[config.mk]
export PLATFORM = sky130hd
export DESIGN_NAME = rate_limited_request_queue
export DESIGN_NICKNAME = d
export VERILOG_FILES = /design/src/rtl/rlrq_pkg.sv /design/src/rtl/rlrq_mem.sv /design/src/rtl/rlrq_ctrl.sv /design/src/rtl/rate_limited_request_queue.sv
export SDC_FILE = /design/constraint.sdc
export NUM_CORES = 1
export LEC_CHECK = 0
export ABC_AREA = 1
export BUFFER_PORTS_ARGS = -buffer_cell sky130_fd_sc_hd__buf_4
export CORE_MARGIN = 2
export CORE_UTILIZATION = 35
export CTS_CLUSTER_SIZE = 10
export DETAILED_ROUTE_END_ITERATION = 16
export PLACE_DENSITY = 0.53
export SYNTH_ARGS = -nofsm -noshare
export SYNTH_HDL_FRONTEND = slang
export SYNTH_HIERARCHICAL = 1
export SYNTH_SLANG_ARGS = --single-unit
[constraint.sdc]
create_clock -name clk_i -period 3.3 [get_ports clk_i]
set_clock_uncertainty 0.1 [all_clocks]
set_input_delay 0.495 -clock clk_i [delete_from_list [all_inputs] [get_ports clk_i]]
set_output_delay 0.495 -clock clk_i [all_outputs]
set_load 0.01 [all_outputs]
[src/rtl/rlrq_pkg.sv]
package rlrq_pkg;

  // Default sizing
  localparam int unsigned QUEUE_DEPTH_DEF = 16;
  localparam int unsigned ID_BITS_DEF     = 8;

  // Fixed widths of the port fields
  localparam int unsigned INTERVAL_W = 16;
  localparam int unsigned PORT_ID_W  = 8;

  // Most grants that one flush may hand out
  localparam int unsigned MAX_RESULTS = 16;
  localparam int unsigned FLUSH_CNT_W = $clog2(MAX_RESULTS);

  localparam logic [INTERVAL_W-1:0] ELAPSED_MAX = '1;

  typedef enum logic [1:0] {
    OP_REQUEST = 2'd0,
    OP_CANCEL  = 2'd1,
    OP_TICK    = 2'd2,
    OP_FLUSH   = 2'd3
  } opcode_e;

  typedef enum logic {
    KIND_GRANT  = 1'b0,
    KIND_REJECT = 1'b1
  } kind_e;

  typedef enum logic [2:0] {
    S_IDLE,
    S_EMIT,
    S_CHECK,
    S_CANCEL,
    S_FLUSH
  } state_e;

  typedef struct packed {
    logic [1:0]           opcode;
    logic [PORT_ID_W-1:0] requester_id;
  } in_item_t;

  typedef struct packed {
    logic                 result_kind;
    logic [PORT_ID_W-1:0] granted_id;
    logic                 last;
  } out_item_t;

endpackage

[src/rtl/rlrq_mem.sv]
module rlrq_mem #(
  parameter int unsigned DEPTH = rlrq_pkg::QUEUE_DEPTH_DEF,
  parameter int unsigned WIDTH = rlrq_pkg::ID_BITS_DEF
) (
  input  logic                     clk_i,
  input  logic                     we_i,
  input  logic [$clog2(DEPTH)-1:0] waddr_i,
  input  logic [WIDTH-1:0]         wdata_i,
  input  logic                     re_i,
  input  logic [$clog2(DEPTH)-1:0] raddr_i,
  output logic [WIDTH-1:0]         rdata_o
);

  logic [WIDTH-1:0] mem_q [DEPTH];
  logic [WIDTH-1:0] rdata_q;

  // Single write port
  always_ff @(posedge clk_i) begin
    if (we_i) begin
      mem_q[waddr_i] <= wdata_i;
    end
  end

  // Registered read, old data on a same-address collision
  always_ff @(posedge clk_i) begin
    if (re_i) begin
      rdata_q <= mem_q[raddr_i];
    end
  end

  assign rdata_o = rdata_q;

endmodule

[src/rtl/rlrq_ctrl.sv]
module rlrq_ctrl #(
  parameter int unsigned QUEUE_DEPTH = rlrq_pkg::QUEUE_DEPTH_DEF,
  parameter int unsigned ID_BITS     = rlrq_pkg::ID_BITS_DEF
) (
  input  logic                                 clk_i,
  input  logic                                 rst_ni,
  input  logic [rlrq_pkg::INTERVAL_W-1:0]      interval_i,
  input  logic                                 in_valid_i,
  output logic                                 in_stall_o,
  input  rlrq_pkg::in_item_t                   in_data_i,
  output logic                                 out_valid_o,
  input  logic                                 out_stall_i,
  output rlrq_pkg::out_item_t                  out_data_o,
  output logic                                 mem_we_o,
  output logic [$clog2(QUEUE_DEPTH)-1:0]       mem_waddr_o,
  output logic [ID_BITS-1:0]                   mem_wdata_o,
  output logic                                 mem_re_o,
  output logic [$clog2(QUEUE_DEPTH)-1:0]       mem_raddr_o,
  input  logic [ID_BITS-1:0]                   mem_rdata_i
);

  localparam int unsigned PTR_W = $clog2(QUEUE_DEPTH);
  localparam int unsigned CNT_W = $clog2(QUEUE_DEPTH + 1);
  localparam int unsigned FCW   = rlrq_pkg::FLUSH_CNT_W;

  // Circular pointer advance for any depth
  function automatic logic [PTR_W-1:0] ptr_inc(input logic [PTR_W-1:0] p);
    return (p == PTR_W'(QUEUE_DEPTH - 1)) ? '0 : p + 1'b1;
  endfunction

  // Stored id onto the 8-bit port field
  function automatic logic [rlrq_pkg::PORT_ID_W-1:0] to_port(input logic [ID_BITS-1:0] v);
    logic [ID_BITS+rlrq_pkg::PORT_ID_W-1:0] ext;
    ext = {{rlrq_pkg::PORT_ID_W{1'b0}}, v};
    return ext[rlrq_pkg::PORT_ID_W-1:0];
  endfunction

  rlrq_pkg::state_e                state_q, state_d;
  logic [CNT_W-1:0]                count_q, count_d;
  logic [PTR_W-1:0]                head_q, head_d;
  logic [PTR_W-1:0]                tail_q, tail_d;
  logic [rlrq_pkg::INTERVAL_W-1:0] elapsed_q, elapsed_d;
  logic [ID_BITS-1:0]              id_q, id_d;
  rlrq_pkg::kind_e                 kind_q, kind_d;
  logic                            fwd_q, fwd_d;
  logic [PTR_W-1:0]                rp_q, rp_d;
  logic [PTR_W-1:0]                wp_q, wp_d;
  logic [CNT_W-1:0]                left_q, left_d;
  logic                            pend_q, pend_d;
  logic [CNT_W-1:0]                kept_q, kept_d;
  logic [FCW-1:0]                  fn_q, fn_d;
  logic                            out_valid_q, out_valid_d;
  rlrq_pkg::out_item_t             out_q;

  logic                                       accept;
  logic                                       slot_free;
  logic                                       full;
  logic                                       grant_ok;
  logic                                       flush_last;
  rlrq_pkg::opcode_e                          op;
  logic [ID_BITS-1:0]                         id_in;
  logic [ID_BITS+rlrq_pkg::PORT_ID_W-1:0]     in_ext;
  logic                                       emit;
  rlrq_pkg::out_item_t                        emit_data;

  // Decode
  assign op         = rlrq_pkg::opcode_e'(in_data_i.opcode);
  assign in_ext     = {{ID_BITS{1'b0}}, in_data_i.requester_id};
  assign id_in      = in_ext[ID_BITS-1:0];
  assign in_stall_o = (state_q != rlrq_pkg::S_IDLE);
  assign accept     = in_valid_i && !in_stall_o;
  assign slot_free  = !out_valid_q || !out_stall_i;
  assign full       = (count_q == CNT_W'(QUEUE_DEPTH));
  assign grant_ok   = (count_q != '0) && (elapsed_q >= interval_i);
  assign flush_last = (count_q == CNT_W'(1)) || (fn_q == FCW'(rlrq_pkg::MAX_RESULTS - 1));

  // Next state
  always_comb begin
    state_d = state_q;
    unique case (state_q)
      rlrq_pkg::S_IDLE: begin
        if (in_valid_i) begin
          unique case (op)
            rlrq_pkg::OP_REQUEST: begin
              state_d = ((interval_i == '0) || full) ? rlrq_pkg::S_EMIT : rlrq_pkg::S_CHECK;
            end
            rlrq_pkg::OP_CANCEL: begin
              state_d = (count_q != '0) ? rlrq_pkg::S_CANCEL : rlrq_pkg::S_IDLE;
            end
            rlrq_pkg::OP_TICK: begin
              state_d = rlrq_pkg::S_CHECK;
            end
            rlrq_pkg::OP_FLUSH: begin
              state_d = (count_q != '0) ? rlrq_pkg::S_FLUSH : rlrq_pkg::S_IDLE;
            end
            default: state_d = rlrq_pkg::S_IDLE;
          endcase
        end
      end
      rlrq_pkg::S_EMIT: begin
        if (slot_free) state_d = rlrq_pkg::S_IDLE;
      end
      rlrq_pkg::S_CHECK: begin
        if (!grant_ok || slot_free) state_d = rlrq_pkg::S_IDLE;
      end
      rlrq_pkg::S_CANCEL: begin
        if (!pend_q) state_d = rlrq_pkg::S_IDLE;
      end
      rlrq_pkg::S_FLUSH: begin
        if (slot_free && flush_last) state_d = rlrq_pkg::S_IDLE;
      end
      default: state_d = rlrq_pkg::S_IDLE;
    endcase
  end

  // Datapath, memory requests and result generation
  always_comb begin
    count_d     = count_q;
    head_d      = head_q;
    tail_d      = tail_q;
    elapsed_d   = elapsed_q;
    id_d        = id_q;
    kind_d      = kind_q;
    fwd_d       = fwd_q;
    rp_d        = rp_q;
    wp_d        = wp_q;
    left_d      = left_q;
    pend_d      = pend_q;
    kept_d      = kept_q;
    fn_d        = fn_q;
    mem_we_o    = 1'b0;
    mem_waddr_o = tail_q;
    mem_wdata_o = id_in;
    mem_re_o    = 1'b0;
    mem_raddr_o = head_q;
    emit        = 1'b0;
    emit_data   = '{result_kind: 1'b0, granted_id: to_port(id_q), last: 1'b1};

    unique case (state_q)
      rlrq_pkg::S_IDLE: begin
        if (accept) begin
          id_d  = id_in;
          fn_d  = '0;
          fwd_d = 1'b0;
          unique case (op)
            rlrq_pkg::OP_REQUEST: begin
              if (interval_i == '0) begin
                kind_d = rlrq_pkg::KIND_GRANT;
              end else if (full) begin
                kind_d = rlrq_pkg::KIND_REJECT;
              end else begin
                // append at the tail, fetch the head for the check
                mem_we_o = 1'b1;
                tail_d   = ptr_inc(tail_q);
                count_d  = count_q + 1'b1;
                fwd_d    = (count_q == '0);
                mem_re_o = 1'b1;
              end
            end
            rlrq_pkg::OP_CANCEL: begin
              if (count_q != '0) begin
                mem_re_o = 1'b1;
                rp_d     = ptr_inc(head_q);
                left_d   = count_q - 1'b1;
                pend_d   = 1'b1;
                wp_d     = head_q;
                kept_d   = '0;
              end
            end
            rlrq_pkg::OP_TICK: begin
              if (elapsed_q != rlrq_pkg::ELAPSED_MAX) elapsed_d = elapsed_q + 1'b1;
              mem_re_o = 1'b1;
            end
            rlrq_pkg::OP_FLUSH: begin
              mem_re_o = 1'b1;
            end
            default: ;
          endcase
        end
      end
      rlrq_pkg::S_EMIT: begin
        if (slot_free) begin
          emit      = 1'b1;
          emit_data = '{result_kind: logic'(kind_q), granted_id: to_port(id_q), last: 1'b1};
        end
      end
      rlrq_pkg::S_CHECK: begin
        // grant the head when the interval has run out
        if (grant_ok && slot_free) begin
          emit      = 1'b1;
          emit_data = '{result_kind: logic'(rlrq_pkg::KIND_GRANT),
                        granted_id: to_port(fwd_q ? id_q : mem_rdata_i), last: 1'b1};
          head_d    = ptr_inc(head_q);
          count_d   = count_q - 1'b1;
          elapsed_d = '0;
        end
      end
      rlrq_pkg::S_CANCEL: begin
        // compaction: keep non-matching entries, written behind the reader
        if (pend_q) begin
          if (mem_rdata_i != id_q) begin
            mem_we_o    = 1'b1;
            mem_waddr_o = wp_q;
            mem_wdata_o = mem_rdata_i;
            wp_d        = ptr_inc(wp_q);
            kept_d      = kept_q + 1'b1;
          end
          if (left_q != '0) begin
            mem_re_o    = 1'b1;
            mem_raddr_o = rp_q;
            rp_d        = ptr_inc(rp_q);
            left_d      = left_q - 1'b1;
          end else begin
            pend_d = 1'b0;
          end
        end else begin
          count_d = kept_q;
          tail_d  = wp_q;
        end
      end
      rlrq_pkg::S_FLUSH: begin
        // one grant per transfer, next head fetched behind it
        if (slot_free) begin
          emit      = 1'b1;
          emit_data = '{result_kind: logic'(rlrq_pkg::KIND_GRANT),
                        granted_id: to_port(mem_rdata_i), last: flush_last};
          head_d    = ptr_inc(head_q);
          count_d   = count_q - 1'b1;
          fn_d      = fn_q + 1'b1;
          if (!flush_last) begin
            mem_re_o    = 1'b1;
            mem_raddr_o = ptr_inc(head_q);
          end
        end
      end
      default: ;
    endcase
  end

  // Output register
  assign out_valid_d = emit ? 1'b1 : (out_stall_i ? out_valid_q : 1'b0);

  always_ff @(posedge clk_i or negedge rst_ni) begin
    if (!rst_ni) begin
      state_q     <= rlrq_pkg::S_IDLE;
      count_q     <= '0;
      head_q      <= '0;
      tail_q      <= '0;
      elapsed_q   <= '0;
      pend_q      <= 1'b0;
      out_valid_q <= 1'b0;
    end else begin
      state_q     <= state_d;
      count_q     <= count_d;
      head_q      <= head_d;
      tail_q      <= tail_d;
      elapsed_q   <= elapsed_d;
      pend_q      <= pend_d;
      out_valid_q <= out_valid_d;
    end
  end

  // Payload and scratch registers
  always_ff @(posedge clk_i) begin
    id_q   <= id_d;
    kind_q <= kind_d;
    fwd_q  <= fwd_d;
    rp_q   <= rp_d;
    wp_q   <= wp_d;
    left_q <= left_d;
    kept_q <= kept_d;
    fn_q   <= fn_d;
    if (emit) out_q <= emit_data;
  end

  assign out_valid_o = out_valid_q;
  assign out_data_o  = out_q;

`ifndef NO_ASSERTIONS
  a_count_bound: assert property (@(posedge clk_i) disable iff (!rst_ni)
    count_q <= CNT_W'(QUEUE_DEPTH))
    else $error("queue count beyond depth");

  a_enqueue_grows: assert property (@(posedge clk_i) disable iff (!rst_ni)
    accept && (op == rlrq_pkg::OP_REQUEST) && (interval_i != '0) && !full
    |=> count_q == CNT_W'($past(count_q) + 1'b1))
    else $error("accepted request not queued");

  a_flush_nonempty: assert property (@(posedge clk_i) disable iff (!rst_ni)
    (state_q == rlrq_pkg::S_FLUSH) |-> (count_q != '0))
    else $error("flush running on empty queue");

  a_cancel_shrinks: assert property (@(posedge clk_i) disable iff (!rst_ni)
    (state_q == rlrq_pkg::S_CANCEL) |-> (kept_q <= count_q))
    else $error("cancel kept more entries than queued");
`endif

endmodule

[src/rtl/rate_limited_request_queue.sv]
// Rate-limited request queue: paces grants to requesters.
// Input channel (in_valid_i / in_stall_o / in_data_i) carries an opcode and
// a requester id: request, cancel id, one millisecond tick, or flush.
// Output channel (out_valid_o / out_stall_i / out_data_o) carries grants and
// rejects; last marks the final result of an input item.
// cfg_we_i / cfg_wdata_i write the grant interval in ms (0 = unlimited);
// write it only while the block is idle.
// Queued ids sit in a one-port-write, one-port-read memory with a
// registered read; queue entries are written and read through that memory.
// Request and tick write or read the memory and then check the head; an
// immediate grant or reject goes straight out; cancel reads each queued
// entry once (one entry read per cycle), and flush hands out up to 16
// grants, one per output transfer. A new item is taken only once the
// sequencer is idle again, after the previous one has placed its last
// result, if it has one, in the output register, which is registered.
// Reset clears the queue, elapsed counter and interval; no clearing pass.
// A stall on the output holds the result register and pauses the sequencer
// before its next result; the input then stays stalled.
module rate_limited_request_queue #(
  parameter int unsigned QUEUE_DEPTH = rlrq_pkg::QUEUE_DEPTH_DEF,
  parameter int unsigned ID_BITS     = rlrq_pkg::ID_BITS_DEF
) (
  input  logic                            clk_i,
  input  logic                            rst_ni,
  input  logic                            cfg_we_i,
  input  logic [rlrq_pkg::INTERVAL_W-1:0] cfg_wdata_i,
  input  logic                            in_valid_i,
  output logic                            in_stall_o,
  input  rlrq_pkg::in_item_t              in_data_i,
  output logic                            out_valid_o,
  input  logic                            out_stall_i,
  output rlrq_pkg::out_item_t             out_data_o
);

  localparam int unsigned PTR_W = $clog2(QUEUE_DEPTH);

  logic [rlrq_pkg::INTERVAL_W-1:0] interval_q;
  logic                            mem_we;
  logic [PTR_W-1:0]                mem_waddr;
  logic [ID_BITS-1:0]              mem_wdata;
  logic                            mem_re;
  logic [PTR_W-1:0]                mem_raddr;
  logic [ID_BITS-1:0]              mem_rdata;

  // Interval register
  always_ff @(posedge clk_i or negedge rst_ni) begin
    if (!rst_ni) begin
      interval_q <= '0;
    end else if (cfg_we_i) begin
      interval_q <= cfg_wdata_i;
    end
  end

  rlrq_ctrl #(
    .QUEUE_DEPTH (QUEUE_DEPTH),
    .ID_BITS     (ID_BITS)
  ) u_ctrl (
    .clk_i       (clk_i),
    .rst_ni      (rst_ni),
    .interval_i  (interval_q),
    .in_valid_i  (in_valid_i),
    .in_stall_o  (in_stall_o),
    .in_data_i   (in_data_i),
    .out_valid_o (out_valid_o),
    .out_stall_i (out_stall_i),
    .out_data_o  (out_data_o),
    .mem_we_o    (mem_we),
    .mem_waddr_o (mem_waddr),
    .mem_wdata_o (mem_wdata),
    .mem_re_o    (mem_re),
    .mem_raddr_o (mem_raddr),
    .mem_rdata_i (mem_rdata)
  );

  rlrq_mem #(
    .DEPTH (QUEUE_DEPTH),
    .WIDTH (ID_BITS)
  ) u_mem (
    .clk_i   (clk_i),
    .we_i    (mem_we),
    .waddr_i (mem_waddr),
    .wdata_i (mem_wdata),
    .re_i    (mem_re),
    .raddr_i (mem_raddr),
    .rdata_o (mem_rdata)
  );

endmodule

==> run_results.csv <==
group,metric,value,unit
yosys,synthMuxAreaShare,0.0839,%
flow_run,drv_cap,0,
setup_path,critPathArrivalTime,3.02,ns
yosys,synth_compound_area_share,4.73,%
detailed_routing,drtIter0Drc,712,
floorplan,die_x,189,um
clocking,clk_pin_slew,0.05,ns
pwr,power_density,851,mW/mm^2
place,dp_hpwl,20400,um
floorplan,core_area,0.0335,mm^2
detailed_routing,wl_per_cell,15.9,um
grt,grt_usage,16.8,%
final_layout,nFillCells,3348,
sta,rsz0062_at_grt,"no",
yosys,syn_avg_cell_area,8.86,um^2
clocking,cts_buffers,28,
grt,antenna_found_initial,0,
place,portBuffers,42,
pwr,internal_power,6.84,mW
sta,slew_headroom,53.7,%
pwr,p_clk_share,23.5,%
sta,holdWs,0.0170,ns
pwr,combinationalPowerShare,41.1,%
sta,worst_pin_slew,0.694,ns
final_layout,final_cell_area,0.0136,mm^2
pwr,power_switching,4.76,mW
sta,period_needed,2.81,ns
sta,finalSetupViolCount,0,
pwr,ir_worst_vdd,0.590,mV
floorplan,io_pins,43,
detailed_routing,ant_nets,0,
clocking,cts_setup_buffers,0,
yosys,synth_top_family_by_area,"simple AND/OR/NAND/NOR gates",
floorplan,die_area,0.0356,mm^2
yosys,synth_xor_area_share,1.54,%
place,placed_area,0.0128,mm^2
pwr,p_leak,6.09,nW
sta,slew_violations,0,
grt,grt_pass1_vias,8426,
final_layout,layout_common_cells,"423 x nand2_1, 191 x inv_1, 178 x edfxtp_1",
setup_path,endpoint_kind,"flip-flop",
sta,finalSetupTns,0,ns
yosys,synth-simple-area-share,26.4,%
setup_path,crit_path_max_fanout,64,
final_layout,fin_cells,1873,
yosys,synth_edf_count,178,
grt,grt_pass1_wl,47500,um
yosys,syn_inst,1346,
floorplan,initial_core_util,35.6,%
yosys,async_flop_share,21.9,%
detailed_routing,wirelength,29800,um
clocking,ctsResizeCount,0,
yosys,yosysSeqAreaShare,55.3,%
grt,grt-ovfl-total,0,
clocking,cts_buffer_depth,3,
pwr,swShare,41.1,%
pwr,p_seq_share,35.4,%
floorplan,die_h,189,um
sta,finalHoldViolCount,0,
clocking,cts-root-buf,"clkbuf_16",
detailed_routing,vias,8977,
detailed_routing,viasPerCell,4.79,
min_path,min_path_cells,1,
detailed_routing,dr.pass1.iters,5,
final_layout,post-route-util,40.7,%
min_path,whs_endpoint,"u_ctrl/id_q[1]",
outcome,outcome,"finished clean",
yosys,ys.flop_type,"edfxtp_1",
sta,timing.final.crit_share,85.1,%
setup_path,cp-start-kind,"flip-flop",
clocking,cts-htree-levels,1,
yosys,syn_nets,1405,
min_path,hold_path.class,"in -> reg",
yosys,ys_warn_count,6,
final_layout,layout.nets,1469,
clocking,clock_latency,0.56,ns
sta,max_freq,0.356,GHz
floorplan,num_rows,67,
final_layout,drive_gt1_share,10.7,%
setup_path,r2r_end,"u_mem/rdata_o[5]",
yosys,ys_ff_latch,228,
place,dp.cells,1827,
setup_path,crit_type,"reg -> reg",
setup_path,worstReg2RegStart,"u_ctrl/count_q[1]",
final_layout,antenna-diode-count,0,
detailed_routing,route.detailed.drc,0,
setup_path,cp.required,3.51,ns
setup_path,reg2reg_depth,14,
final_layout,area_delta_synth_final,14.3,%
final_layout,final_common_cell,"nand2_1",
grt,grt_start_max_net_pins,65,
yosys,netlist_area,0.0119,mm^2
setup_path,timing.reg2reg.setup_slack,0.49,ns
place,gp_congestion,0.812,
yosys,synth_fa_ha_area_share,2.94,%
yosys,synth.distinct_cells,45,
clocking,clock_sinks,228,
clocking,cts_tree,"yes",
min_path,min_from,"in_data_i[1]",
## metal layers
layer | GRT usage, % | wire length, um | vias up
met1 | 25.4 | 14800 | 4165
met5 | 0 | 0 | -
met3 | 2.55 | 1750 | 32
li1 | - | - | 4525
met2 | 25.4 | 12900 | 255
met4 | 3.73 | 447 | 0
## repair_timing
| item | CTS | global route |
|---|---|---|
| hold buffers | 1 | 0 |
| setup endpoints to repair | 0 | 0 |
| endpoints found under the hold margin | 50 | 0 |
## flip-flops by register name, summed over array words and instances, names as in the netlist, 3 cells and up
name / count
u_ctrl/state_q: 3
interval_q: 16
u_ctrl/count_q: 5
u_mem/mem_q: 128
u_ctrl/kept_q: 5
u_ctrl/fn_q: 4
u_ctrl/id_q: 8
u_ctrl/wp_q: 4
u_ctrl/head_q: 4
u_ctrl/rp_q: 4
u_ctrl/elapsed_q: 16
u_ctrl/tail_q: 4
u_mem/rdata_o: 8
u_ctrl/out_data_o: 10
u_ctrl/left_q: 5
## worst max path at each step
stage / end / from
final: u_mem/rdata_o[5] / u_ctrl/count_q[1]
after detailed placement: u_mem/rdata_o[7] / u_ctrl/left_q[0]
after global placement: u_mem/rdata_o[7] / u_ctrl/left_q[0]
after global routing: u_mem/rdata_o[7] / u_ctrl/count_q[1]
after floorplan: u_mem/mem_q[12][0] / u_ctrl/state_q[0]
after CTS: u_mem/rdata_o[7] / u_ctrl/left_q[0]
## Yosys cell counts, types with 2 or more instances
| master | instances | share of area, % |
|---|---|---|
| a21oi_1 | 24 | 1.0 |
| buf_1 | 2 | 0.063 |
| o22ai_1 | 6 | 0.31 |
| o211ai_2 | 2 | 0.21 |
| xnor2_1 | 5 | 0.37 |
| buf_4 | 7 | 0.44 |
| nand4_1 | 23 | 1.2 |
| edfxtp_1 | 178 | 45 |
| ha_1 | 28 | 2.9 |
| nor3b_1 | 3 | 0.19 |
| a31oi_1 | 2 | 0.10 |
| nor3_1 | 11 | 0.46 |
| dfrtp_1 | 50 | 10 |
| inv_2 | 8 | 0.25 |
| nand3b_1 | 6 | 0.38 |
| buf_6 | 10 | 0.94 |
| nand3_1 | 161 | 6.8 |
| xor2_1 | 16 | 1.2 |
| o211ai_1 | 5 | 0.31 |
| or2_2 | 3 | 0.16 |
| nor3_2 | 2 | 0.17 |
| inv_1 | 191 | 6.0 |
| nand2_1 | 423 | 13 |
| nor2_1 | 67 | 2.1 |
| o221ai_1 | 4 | 0.29 |
| nand2_4 | 2 | 0.19 |
| nor2_4 | 5 | 0.47 |
| o21ai_0 | 43 | 1.8 |
| nor2_2 | 2 | 0.10 |
| nand2_2 | 10 | 0.52 |
| o21ai_1 | 9 | 0.38 |
| buf_2 | 18 | 0.76 |
| clkbuf_1 | 8 | 0.25 |
## per-stage QoR
stage               setup WS, ns  total power [mW]
finish                     0.490              11.6
global placement           0.522              8.89
global route               0.243              12.4
floorplan                  0.689              7.59
detailed placement         0.488              8.93
CTS                        0.479              11.7
## power groups by stage
stage	combinational, mW	clock, mW	sequential (mW)
after floorplan	3.54	0	4.05
after global placement	4.73	0	4.15
after detailed placement	4.78	0	4.16
after CTS	4.80	2.80	4.10
after global routing	5.38	2.91	4.16
final	4.77	2.73	4.10
## worst max-delay path, cell delays in order (launching register included)
cell      delay [ns]
dfrtp_1         0.42
inv_1           0.11
ha_1            0.15
nand2_1         0.07
o22ai_1         0.17
inv_1           0.08
a31oi_1         0.33
nand2_1         0.16
o221ai_4        0.12
buf_12          0.28
nand2_1         0.10
nand3_1         0.09
nand3_1         0.12
nand3_1         0.15
nand2_1         0.06
## cell families after synthesis
kind of cell,Yosys count
adder cells (fa/ha/maj),28
AND/OR/NAND/NOR,721
buffers and inverters,248
multiplexers,1
flip-flops,228
AO/OA/AOI/OAI,99
XOR/XNOR,21
## layout make-up
| cell class | count | area, um^2 | area share (%) |
|---|---|---|---|
| well taps | 448 | 561 | 4.11 |
| repair buffers | 81 | 636 | 4.66 |
| clock inverters | 5 | 46.3 | 0.340 |
| inverters | 201 | 759 | 5.57 |
| clock buffers | 40 | 756 | 5.54 |
| flip-flops and latches | 228 | 6600 | 48.4 |
| multi-input cells | 870 | 4280 | 31.4 |
Power figures use the tool's default switching activity.
